**src/design/arc_pkg.sv**
```systemverilog
// shared types, constants and color table for the annulus row compositor
package arc_pkg;

   localparam int RING_SLOTS   = 3;
   localparam int BANDS        = 9;
   localparam int PANEL_WIDTH  = 480;
   localparam int PANEL_HEIGHT = 480;

   localparam int EDGES      = BANDS + 1;
   localparam int SLOT_W     = (RING_SLOTS > 1) ? $clog2(RING_SLOTS) : 1;
   localparam int EDGE_W     = $clog2(EDGES);
   localparam int BAND_W     = (BANDS > 1) ? $clog2(BANDS) : 1;
   localparam int ROOT_STEPS = 11;
   localparam int ITER_W     = $clog2(ROOT_STEPS);

   localparam longint unsigned CUBE_DIV   = 64'd255 * 64'd255 * 64'd255;
   localparam longint unsigned SQUARE_DIV = 64'd255 * 64'd255;

   typedef enum logic [1:0] {
      KIND_HEADER = 2'd0,
      KIND_BAND   = 2'd1,
      KIND_ROW    = 2'd2,
      KIND_PIXEL  = 2'd3
   } kind_type;

   typedef struct packed {
      kind_type           kind;
      logic [1:0]         ring_sel;
      logic [3:0]         band_sel;
      logic signed [11:0] center_x;
      logic signed [11:0] center_y;
      logic [3:0]         band_count;
      logic [10:0]        edge_radius;
      logic [7:0]         band_level;
      logic [8:0]         row_y;
      logic [8:0]         col_x;
   } req_type;

   typedef struct packed {
      logic [15:0] pixel_color;
      logic [7:0]  intensity;
   } rsp_type;

   typedef enum logic [2:0] {
      ST_IDLE,
      ST_ROW_DY,
      ST_ROW_SQ,
      ST_ROW_DIFF,
      ST_ROW_ROOT,
      ST_PIX_SCAN,
      ST_PIX_DONE
   } state_type;

   typedef struct packed {
      logic              load_req;
      logic              dy_calc;
      logic              sq_calc;
      logic              row_check;
      logic              root_step;
      logic              root_last;
      logic              scan;
      logic              rsp_load;
      logic [SLOT_W-1:0] slot;
      logic [EDGE_W-1:0] edge_idx;
   } cmd_type;

   typedef struct packed {
      logic       diff_hit;
      logic [3:0] cur_nb;
      logic       rsp_busy;
   } stat_type;

   typedef logic [15:0] rom_type [0:255];

   // shift and subtract quotient, good for quotients below 256
   function automatic logic [7:0] quot8(input longint unsigned num,
                                        input longint unsigned den);
      logic [7:0]      q;
      longint unsigned rest;
      rest = num;
      q    = '0;
      for (int b = 7; b >= 0; b--) begin
         if (rest >= (den << b)) begin
            rest = rest - (den << b);
            q[b] = 1'b1;
         end
      end
      return q;
   endfunction

   function automatic rom_type build_rom();
      rom_type          t;
      logic [7:0]       r;
      logic [7:0]       g;
      longint unsigned  v;
      for (int i = 0; i < 256; i++) begin
         v = longint'(i);
         r = quot8(64'd30 * v * v * v, CUBE_DIV);
         g = quot8(64'd140 * v * v, SQUARE_DIV);
         t[i] = {r[7:3], g[7:2], v[7:3]};
      end
      return t;
   endfunction

   localparam rom_type COLOR_ROM = build_rom();

endpackage

```
**src/design/arc_ctl.sv**
```systemverilog
// sequencer for row setup and pixel scan of the annulus row compositor
module arc_ctl import arc_pkg::*; (
   input  logic     clock,
   input  logic     reset,
   input  logic     req_valid,
   input  kind_type req_kind,
   output logic     req_ready,
   input  stat_type stat,
   output cmd_type  cmd
);

   state_type         state_ff, state_in;
   logic [SLOT_W-1:0] slot_ff, slot_in;
   logic [EDGE_W-1:0] edge_ff, edge_in;
   logic [ITER_W-1:0] iter_ff, iter_in;
   logic              accept;
   logic              slot_last;
   logic              edge_last_row;
   logic              edge_last_pix;
   logic              iter_last;

   assign req_ready     = (state_ff == ST_IDLE);
   assign accept        = req_valid & req_ready;
   assign slot_last     = (32'(slot_ff) == RING_SLOTS - 1);
   assign edge_last_row = (32'(edge_ff) == BANDS);
   assign edge_last_pix = (32'(edge_ff) == 32'(stat.cur_nb));
   assign iter_last     = (32'(iter_ff) == ROOT_STEPS - 1);

   // next state and counters
   always_comb begin
      state_in = state_ff;
      slot_in  = slot_ff;
      edge_in  = edge_ff;
      iter_in  = iter_ff;
      unique case (state_ff)
         ST_IDLE: begin
            slot_in = '0;
            edge_in = '0;
            if (accept) begin
               if (req_kind == KIND_ROW)   state_in = ST_ROW_DY;
               if (req_kind == KIND_PIXEL) state_in = ST_PIX_SCAN;
            end
         end
         ST_ROW_DY: begin
            state_in = ST_ROW_SQ;
         end
         ST_ROW_SQ: begin
            state_in = ST_ROW_DIFF;
         end
         ST_ROW_DIFF, ST_ROW_ROOT: begin
            iter_in = '0;
            if (state_ff == ST_ROW_DIFF && stat.diff_hit) begin
               state_in = ST_ROW_ROOT;
            end else if (state_ff == ST_ROW_ROOT && !iter_last) begin
               iter_in = iter_ff + 1'b1;
            end else if (edge_last_row) begin
               edge_in = '0;
               if (slot_last) begin
                  state_in = ST_IDLE;
               end else begin
                  slot_in  = slot_ff + 1'b1;
                  state_in = ST_ROW_DY;
               end
            end else begin
               edge_in  = edge_ff + 1'b1;
               state_in = ST_ROW_SQ;
            end
         end
         ST_PIX_SCAN: begin
            if (edge_last_pix) begin
               edge_in = '0;
               if (slot_last) state_in = ST_PIX_DONE;
               else           slot_in  = slot_ff + 1'b1;
            end else begin
               edge_in = edge_ff + 1'b1;
            end
         end
         ST_PIX_DONE: begin
            if (!stat.rsp_busy) state_in = ST_IDLE;
         end
         default: state_in = ST_IDLE;
      endcase
   end

   // commands
   always_comb begin
      cmd           = '0;
      cmd.load_req  = accept;
      cmd.slot      = slot_ff;
      cmd.edge_idx  = edge_ff;
      unique case (state_ff)
         ST_IDLE:     ;
         ST_ROW_DY:   cmd.dy_calc   = 1'b1;
         ST_ROW_SQ:   cmd.sq_calc   = 1'b1;
         ST_ROW_DIFF: cmd.row_check = 1'b1;
         ST_ROW_ROOT: begin
            cmd.root_step = 1'b1;
            cmd.root_last = iter_last;
         end
         ST_PIX_SCAN: cmd.scan      = 1'b1;
         ST_PIX_DONE: cmd.rsp_load  = !stat.rsp_busy;
         default:     ;
      endcase
   end

   always_ff @(posedge clock) begin
      if (reset) begin
         state_ff <= ST_IDLE;
         slot_ff  <= '0;
         edge_ff  <= '0;
         iter_ff  <= '0;
      end else begin
         state_ff <= state_in;
         slot_ff  <= slot_in;
         edge_ff  <= edge_in;
         iter_ff  <= iter_in;
      end
   end

endmodule

```
**src/design/arc_dp.sv**
```systemverilog
// ring storage, half chord root unit and band accumulator
module arc_dp import arc_pkg::*; (
   input  logic     clock,
   input  logic     reset,
   input  req_type  req_data,
   input  cmd_type  cmd,
   output stat_type stat,
   input  logic     rsp_ready,
   output logic     rsp_valid,
   output rsp_type  rsp_data
);

   logic signed [11:0] cx_ff [RING_SLOTS];
   logic signed [11:0] cy_ff [RING_SLOTS];
   logic [3:0]         nb_ff [RING_SLOTS];
   logic [10:0]        edge_mem [RING_SLOTS][EDGES];
   logic [7:0]         level_mem [RING_SLOTS][BANDS];
   logic [10:0]        ext_val_ff [RING_SLOTS][EDGES];
   logic               ext_miss_ff [RING_SLOTS][EDGES];

   logic [8:0]         row_ff;
   logic [8:0]         col_ff;
   logic [22:0]        dy2_ff;
   logic [21:0]        e2_ff;
   logic [21:0]        rem_ff, rem_in;
   logic [21:0]        res_ff, res_in;
   logic [21:0]        bit_ff;
   logic [10:0]        prev_val_ff;
   logic               prev_miss_ff;
   logic [7:0]         sum_ff;
   logic               rsp_valid_ff;
   rsp_type            rsp_ff;

   logic [SLOT_W-1:0]  wslot;
   logic [EDGE_W-1:0]  wedge;
   logic               slot_ok;
   logic signed [12:0] dy;
   logic signed [25:0] dy_sq;
   logic signed [23:0] diff;
   logic               row_on;
   logic [22:0]        trial;
   logic [10:0]        cur_val;
   logic               cur_miss;
   logic [BAND_W-1:0]  band_idx;
   logic signed [12:0] dx;
   logic [11:0]        adx;
   logic               hit;
   logic [8:0]         sum_add;

   assign wslot   = SLOT_W'(req_data.ring_sel);
   assign wedge   = EDGE_W'(req_data.band_sel);
   assign slot_ok = (32'(req_data.ring_sel) < RING_SLOTS);

   // row setup arithmetic
   assign dy     = $signed({4'b0, row_ff}) - 13'(cy_ff[cmd.slot]);
   assign dy_sq  = dy * dy;
   assign diff   = $signed({2'b0, e2_ff}) - $signed({1'b0, dy2_ff});
   assign row_on = (32'(row_ff) < PANEL_HEIGHT);
   assign trial  = {1'b0, res_ff} + {1'b0, bit_ff};

   always_comb begin
      rem_in = rem_ff;
      res_in = res_ff >> 1;
      if ({1'b0, rem_ff} >= trial) begin
         rem_in = rem_ff - trial[21:0];
         res_in = (res_ff >> 1) + bit_ff;
      end
   end

   // pixel scan: band edge_idx-1 spans previous extent to current one
   assign cur_val  = ext_val_ff[cmd.slot][cmd.edge_idx];
   assign cur_miss = ext_miss_ff[cmd.slot][cmd.edge_idx];
   assign band_idx = (cmd.edge_idx == '0) ? '0 : BAND_W'(cmd.edge_idx - 1'b1);
   assign dx       = $signed({4'b0, col_ff}) - 13'(cx_ff[cmd.slot]);
   assign adx      = dx[12] ? 12'(-dx) : dx[11:0];
   assign hit      = (cmd.edge_idx != '0) && (32'(col_ff) < PANEL_WIDTH) && !cur_miss
                     && ({1'b0, adx} <= {2'b0, cur_val})
                     && (prev_miss_ff || ({1'b0, adx} >= {2'b0, prev_val_ff}));
   assign sum_add  = {1'b0, sum_ff} + {1'b0, level_mem[cmd.slot][band_idx]};

   assign stat.diff_hit = row_on && !diff[23] && (diff != '0);
   assign stat.cur_nb   = nb_ff[cmd.slot];
   assign stat.rsp_busy = rsp_valid_ff && !rsp_ready;

   // ring parameters and extents
   always_ff @(posedge clock) begin
      if (reset) begin
         for (int s = 0; s < RING_SLOTS; s++) begin
            cx_ff[s] <= '0;
            cy_ff[s] <= '0;
            nb_ff[s] <= '0;
            for (int k = 0; k < EDGES; k++) ext_miss_ff[s][k] <= 1'b1;
         end
      end else begin
         if (cmd.load_req && req_data.kind == KIND_HEADER && slot_ok) begin
            cx_ff[wslot] <= req_data.center_x;
            cy_ff[wslot] <= req_data.center_y;
            nb_ff[wslot] <= (32'(req_data.band_count) > BANDS) ? 4'(BANDS)
                                                                : req_data.band_count;
         end
         if (cmd.row_check && !stat.diff_hit) begin
            ext_miss_ff[cmd.slot][cmd.edge_idx] <= 1'b1;
         end
         if (cmd.root_last) begin
            ext_miss_ff[cmd.slot][cmd.edge_idx] <= 1'b0;
         end
      end
   end

   always_ff @(posedge clock) begin
      if (cmd.load_req && req_data.kind == KIND_BAND && slot_ok
          && 32'(req_data.band_sel) <= BANDS) begin
         edge_mem[wslot][wedge] <= req_data.edge_radius;
         if (32'(req_data.band_sel) < BANDS) begin
            level_mem[wslot][BAND_W'(req_data.band_sel)] <= req_data.band_level;
         end
      end
      if (cmd.root_last) begin
         ext_val_ff[cmd.slot][cmd.edge_idx] <= res_in[10:0];
      end
   end

   // working registers
   always_ff @(posedge clock) begin
      if (cmd.load_req) begin
         row_ff <= req_data.row_y;
         col_ff <= req_data.col_x;
         sum_ff <= '0;
      end
      if (cmd.dy_calc) dy2_ff <= dy_sq[22:0];
      if (cmd.sq_calc) e2_ff  <= 22'(edge_mem[cmd.slot][cmd.edge_idx])
                                 * 22'(edge_mem[cmd.slot][cmd.edge_idx]);
      if (cmd.row_check) begin
         rem_ff <= diff[21:0];
         res_ff <= '0;
         bit_ff <= 22'(1) << (2 * (ROOT_STEPS - 1));
      end
      if (cmd.root_step) begin
         rem_ff <= rem_in;
         res_ff <= res_in;
         bit_ff <= bit_ff >> 2;
      end
      if (cmd.scan) begin
         prev_val_ff  <= cur_val;
         prev_miss_ff <= cur_miss;
         if (hit) sum_ff <= sum_add[8] ? 8'hFF : sum_add[7:0];
      end
      if (cmd.rsp_load) begin
         rsp_ff.pixel_color <= COLOR_ROM[sum_ff];
         rsp_ff.intensity   <= sum_ff;
      end
   end

   always_ff @(posedge clock) begin
      if (reset) begin
         rsp_valid_ff <= 1'b0;
      end else if (cmd.rsp_load) begin
         rsp_valid_ff <= 1'b1;
      end else if (rsp_ready) begin
         rsp_valid_ff <= 1'b0;
      end
   end

   assign rsp_valid = rsp_valid_ff;
   assign rsp_data  = rsp_ff;

endmodule

```
**src/design/annulus_row_compositor_unit.sv**
```systemverilog
// top level of the annulus row compositor
//
//   channel   direction   handshake              payload
//   req_      in          req_valid/req_ready    req_type
//   rsp_      out         rsp_valid/rsp_ready    rsp_type
//
// header and band requests are written straight into the ring store on accept
// start row: per slot a dy step, then per edge a square step and a check step, plus 11 root steps
//   when the chord exists; no new request is taken until every slot and edge is through
// pixel query: scans edge 0 through the last band in use of each slot, then loads the
//   result register once the previous response has been taken
// synchronous active high reset clears ring parameters and marks all extents missed
// a pending response does not block new requests; a query waits only to load it
module annulus_row_compositor_unit import arc_pkg::*; (
   input  logic    clock,
   input  logic    reset,
   input  logic    req_valid,
   output logic    req_ready,
   input  req_type req_data,
   output logic    rsp_valid,
   input  logic    rsp_ready,
   output rsp_type rsp_data
);

   // controller to datapath command bundle and status back
   cmd_type  cmd;
   stat_type stat;

   // sequencer: row setup loop over slots and edges, pixel scan loop
   arc_ctl u_ctl (
      .clock     (clock),
      .reset     (reset),
      .req_valid (req_valid),
      .req_kind  (req_data.kind),
      .req_ready (req_ready),
      .stat      (stat),
      .cmd       (cmd)
   );

   // storage, root unit, accumulator and result register
   arc_dp u_dp (
      .clock     (clock),
      .reset     (reset),
      .req_data  (req_data),
      .cmd       (cmd),
      .stat      (stat),
      .rsp_ready (rsp_ready),
      .rsp_valid (rsp_valid),
      .rsp_data  (rsp_data)
   );

endmodule

```
**config.mk**
```make
export PLATFORM = sky130hd
export DESIGN_NAME = annulus_row_compositor_unit
export DESIGN_NICKNAME = d
export VERILOG_FILES = /design/src/design/arc_pkg.sv /design/src/design/arc_ctl.sv /design/src/design/arc_dp.sv /design/src/design/annulus_row_compositor_unit.sv
export SDC_FILE = /design/constraint.sdc
export NUM_CORES = 2
export LEC_CHECK = 0
export BUFFER_PORTS_ARGS = -buffer_cell sky130_fd_sc_hd__buf_2
export CAP_MARGIN = 20
export CORE_MARGIN = 2
export CORE_UTILIZATION = 45
export DETAILED_ROUTE_END_ITERATION = 16
export PLACE_DENSITY = 0.57
export SLEW_MARGIN = 20
export SYNTH_ARGS = -nofsm -noshare
export SYNTH_HDL_FRONTEND = slang
export SYNTH_SLANG_ARGS = --single-unit
```
**constraint.sdc**
```tcl
create_clock -name clock -period 12.8 [get_ports clock]
set_clock_uncertainty 0.15 [all_clocks]
set_input_delay 1.28 -clock clock [delete_from_list [all_inputs] [get_ports clock]]
set_output_delay 1.28 -clock clock [all_outputs]
set_load 0.01 [all_outputs]
```
Word level (Yosys, flattened, before mapping)
Memories as Yosys holds them, arrays and structs flattened. A register that Yosys moved wholly into a read port is not among the register bits.
Index checks and enable logic that the tools add are counted.
{"block": "word_totals", "reg_bits": 160, "ram_bits": 990, "romBits": 4096, "input_bits": 77, "out_inout_bits": 26, "word_cells": 252, "mem_count": 8}
{"memory": "(name not given)", "words": 256, "width": 16, "read_ports": 1, "rd_clocked_by_memory_dff": 1, "write_ports": 0, "line": "arc_dp.sv:149", "text": "rsp_ff.pixel_color <= COLOR_ROM[sum_ff];"}
{"memory": "u_dp.edge_mem", "words": 3, "width": 110, "read_ports": 1, "rd_clocked_by_memory_dff": 1, "write_ports": 1, "line": "arc_dp.sv:16", "text": "logic [10:0] edge_mem [RING_SLOTS][EDGES];"}
{"memory": "u_dp.ext_val_ff", "words": 3, "width": 110, "read_ports": 1, "rd_clocked_by_memory_dff": 1, "write_ports": 1, "line": "arc_dp.sv:18", "text": "logic [10:0] ext_val_ff [RING_SLOTS][EDGES];"}
{"memory": "u_dp.level_mem", "words": 3, "width": 72, "read_ports": 1, "rd_clocked_by_memory_dff": 1, "write_ports": 1, "line": "arc_dp.sv:17", "text": "logic [7:0] level_mem [RING_SLOTS][BANDS];"}
{"memory": "u_dp.cx_ff", "words": 3, "width": 12, "read_ports": 1, "rd_clocked_by_memory_dff": 1, "write_ports": 3, "line": "arc_dp.sv:13", "text": "logic signed [11:0] cx_ff [RING_SLOTS];"}
{"memory": "u_dp.cy_ff", "words": 3, "width": 12, "read_ports": 1, "rd_clocked_by_memory_dff": 1, "write_ports": 3, "line": "arc_dp.sv:14", "text": "logic signed [11:0] cy_ff [RING_SLOTS];"}
{"memory": "+2 memories"}
{"block": "op_classes", "addsub": 12, "mul": 2, "magnitude_cmp": 14, "n_eq_ne": 23, "muxes": 120, "bitwise_logic": 15, "n_reduce_logical": 41}
{"op": "$mux 110", "count": 2}
{"op": "$mux 22", "count": 6}
{"op": "$bmux 11 s4", "count": 2}
{"op": "$demux 11 s4", "count": 2}
{"op": "$mux 72", "count": 1}
{"op": "$mux 11", "count": 6}
{"op": "$mux 8", "count": 7}
{"op": "$mux 2", "count": 25}
{"op": "$mux 10", "count": 4}
{"op": "$mux 19", "count": 2}
{"op": "$mux 1", "count": 36}
{"op": "$mux 12", "count": 3}
{"op": "$mux 4", "count": 9}
{"op": "$bmux 8 s4", "count": 1}
{"op": "$demux 8 s4", "count": 1}
{"op": "$sub 10x12->13", "count": 2}
{"op": "$mux 3", "count": 8}
{"op": "$reduce_bool 24->1", "count": 1}
{"op": "$reduce_or 12->1", "count": 2}
{"op": "$sub 22x23->24", "count": 1}
{"op": "$add 22x21->23", "count": 1}
{"op": "$ge 22x23->1", "count": 1}
{"op": "$mul 13x13->23", "count": 1}
{"op": "$add 21x21->22", "count": 1}
{"op": "other kinds (52)", "count": 102}

Logic depth before layout (Yosys ltp)
{"block": "depth", "word_depth": 12, "mapped_depth": 42, "mapped_depth_nobuf": 34}

Cells and area by module
Synthesis repeated with hierarchy kept, for this count alone.
{"block": "hier_totals", "hier_cells": 4790, "hier_area_um2": 61979.4}
{"mod": "arc_dp", "instances": 1, "cells_per_inst": 4672, "area_each_um2": 61036.0}
{"mod": "arc_ctl", "instances": 1, "cells_per_inst": 118, "area_each_um2": 943.4}

Least setup slack after synthesis
No wires, ideal clock.
{"block": "synth_path", "path_type": "flip-flop to flip-flop", "from": "register (tool-made name)", "to": "register u_dp.dy2_ff[21], data pin", "setup_ps": 260, "arrival_ps": 9403, "slack_ps": 2987, "stages_incl_launch_ff": 38, "period_less_slack_ps": 9813, "cell_sequence": "dfxtp_1 buf_2 buf_4 buf_4 buf_4 buf_2 buf_4 buf_2 buf_2 mux4_2 ha_1 fa_1 nor2b_1 o21ai_0 a21boi_0 o21ai_0 a21oi_1 a31oi_1 [... 2 more ...] nand2b_1 fa_1 fa_1 inv_1 fa_1 fa_1 fa_1 inv_1 fa_1 inv_1 ha_1 nand3_1 a211o_1 a311oi_1 o21a_1 o21a_1 mux2i_1 nand2_1"}
{"element": "to (signal assigned)", "line": "arc_dp.sv:130", "text": "if (cmd.dy_calc) dy2_ff <= dy_sq[22:0];"}
{"element": "to (decl)", "line": "arc_dp.sv:23", "text": "logic [22:0] dy2_ff;"}

==> qor.txt <==
CP required - 13.14 ns
H-Tree Depth - 4
CTS Buffer Depth - 3
core area - 137000 um^2
Post-synth EDFFs - 1170
Setup Fix Bufs, Post-CTS - 0
total track usage - 0.218
post-route minimum period - 9.36 ns
Least-Margin Pin Slew - 1.06 ns
Synth Flop Type - edfxtp_1
Syn Std Cell Area - 62200 um^2
remaining global-route overflow - 0
die width - 376 um
Total Die Area - 141000 um^2
area growth from synthesis to layout - 11.4%
hold depth - 1
Crit-path slowest cell - xnor2_1
Synth area leaders - edfxtp_1 56%, mux4_2 6.9%, fa_1 6.2%
register area share after synthesis - 0.573
I/O Pins - 103
CTS clk-pin slew, worst paths - 0.05 ns
max-slew violation count - 0
DRC viols - 0
DR vias/cell - 5.59
CP most frequent cell - fa_1
NumNets Final - 5236
CTS tree - built
post-synth top area share - 0.565
synth unique cells - 88
Die H - 376 um
CTS buffer count - 133
Initial Util - 0.453
initial antenna violation count - 2
initial drt markers - 2743
Slew HR - 0.288
first-pass detailed-route iteration total - 6
gpl congestion - 0.847
CTS Hold Bufs - 0
final core utilization - 0.504
Yosys top cell by area - edfxtp_1
fin cells - 6623
HPWL Detailed - 103000 um
crit path launch type - register
vias in the first global route - 37100
worst skew pair latency - 0.76 ns
Storage cell area - 35700 um^2
area occupied by multi-input gates - 24500 um^2
row cnt - 136
status - completed
routed wire length - 153000 um
first-pass GRT wire length - 233000 um
ANT nets after route - 0
fillers - 11800
yosys warns - 0
Hold Startpoint - u_ctl.iter_ff[3]$_SDFFE_PP0P_
cts repair resizes - 0
post-synthesis register bit count - 1196
highest clock rate - 107 MHz
Hold Crit Class - register to register
cells on worst reg2reg path - 29
CP max FO - 24
period utilization - 0.731
final hold slack - 0.373 ns
Cells after Synth - 4592
Worst setup EP type - register
Setup CP Type - register to register
CP arrival - 9.70 ns
unrepaired setup endpoints after global routing - no
max-cap violations - 0
Num Clock Sinks - 1196
layout cells sized above 1 - 0.140
WL/cell - 23.1 um
Post-synth ARST share - 0
vias - 37100
placed insts - 6378
slowest stage delay, CP - 0.71 ns
largest net degree at the start of global routing - 108
setup_tns - 0 ns
number of setup violations in the final report - 0
I/O Buffers - 99
Avg Cell Area, Syn - 13.5 um^2
Fin. Hold Viols - 0
clock root buffer - clkbuf_16
[metal layers]
| layer | up-vias | wire [um] | global-route usage |
|---|---|---|---|
| li1 | 17200 | - | - |
| met1 | 18800 | 69800 | 0.315 |
| met2 | 896 | 72000 | 0.348 |
| met3 | 183 | 7660 | 0.0324 |
| met4 | 2 | 3350 | 0.0556 |
| met5 | - | 13 | 0 |
[layout make-up]
type                            count  area share
Clock inverter                     63      0.0101
Sequential cell                  1196       0.515
Tap cell                         1794      0.0324
Timing Repair Buffer              191      0.0179
Clock buffer                      178      0.0520
Multi-Input combinational cell   2840       0.353
Inverter                          359      0.0195
Antenna cell                        2   0.0000723
[synthesized netlist by cell type, types with 17 or more instances]
cell,number
edfxtp_1,1170
o21ai_0,184
o21a_1,17
a21o_1,38
buf_2,38
o22ai_1,17
buf_4,22
mux2i_1,163
o211ai_1,24
ha_1,246
clkbuf_1,152
nor2_1,346
mux4_2,190
nand4_1,18
nand2_1,334
nand2b_1,61
o22a_1,18
inv_1,357
a21oi_1,201
or2_2,23
nor2b_1,30
xor2_1,50
a31o_2,21
o21bai_1,32
and2_1,17
nor3_1,81
nand3_1,47
dfxtp_1,26
and3_1,128
a31oi_1,32
xnor2_1,102
fa_1,192
[flip-flops by register name, summed over array words and instances, names as in the netlist, 21 cells and up, named ones only]
signal,count
u_dp.edge_mem,330
u_dp.level_mem,216
u_dp.dy2_ff,22
u_dp.cx_ff,48
u_dp.e2_ff,21
u_dp.cy_ff,48
u_dp.ext_miss_ff,40
u_dp.res_ff,22
u_dp.rem_ff,22
u_dp.ext_val_ff,330
[critical path, delay by kind of cell, from the launching register on]
kind / cells / cell delay [ns]
muxes: 2 / 0.75
xor gates and xnor gates: 1 / 0.71
buffers and inverters: 4 / 0.47
and+or+nand+nor: 4 / 0.49
AOI/OAI and AO/OA: 9 / 1.90
adders and majority gates: 9 / 3.94
DFF: 1 / 0.68
[per-stage QoR]
stage	setup slack (ns)	cell area [um^2]
3_3_place_gp	3.48	64900
4_1_cts	3.35	69200
6_report	3.44	69300
5_1_grt	2.70	69300
2_1_floorplan	2.99	62300
3_5_place_dp	3.35	64900
[layout by cell type (no fill, tap or decap), drive strengths merged, types with 46 or more instances in the layout]
| cell type | count |
|---|---|
| nand3 | 47 |
| ha | 246 |
| mux2i | 163 |
| mux4 | 190 |
| nor2 | 346 |
| fa | 192 |
| and3 | 128 |
| a21oi | 203 |
| clkbuf | 178 |
| xor2 | 51 |
| nand2b | 61 |
| o21ai | 189 |
| edfxtp | 1170 |
| clkinv | 46 |
| buf | 191 |
| nand2 | 334 |
| inv | 364 |
| xnor2 | 102 |
| nor3 | 81 |
[final timing paths]
| check | to | slack [ns] |
|---|---|---|
| min | u_ctl.iter_ff[3]$_SDFFE_PP0P_ | 0.37 |
| max reg2reg | u_dp.dy2_ff[21]$_DFFE_PP_ | 3.44 |
| min reg2reg | u_ctl.iter_ff[3]$_SDFFE_PP0P_ | 0.37 |
| max | u_dp.dy2_ff[21]$_DFFE_PP_ | 3.44 |
[cell families after synthesis]
kind of cell	count (synthesis)	share of synthesized area
compound gates	715	0.0734
buf+inv	586	0.0377
mux	362	0.0967
flops	1196	0.573
xor+xnor	153	0.0217
fa+ha+maj	438	0.111
simple gates	1141	0.0860
other cells	1	0.0000603
Power is left out: the tool's default activity adds up to more than one toggle a clock period on the data nets, which glitch-free logic cannot reach.
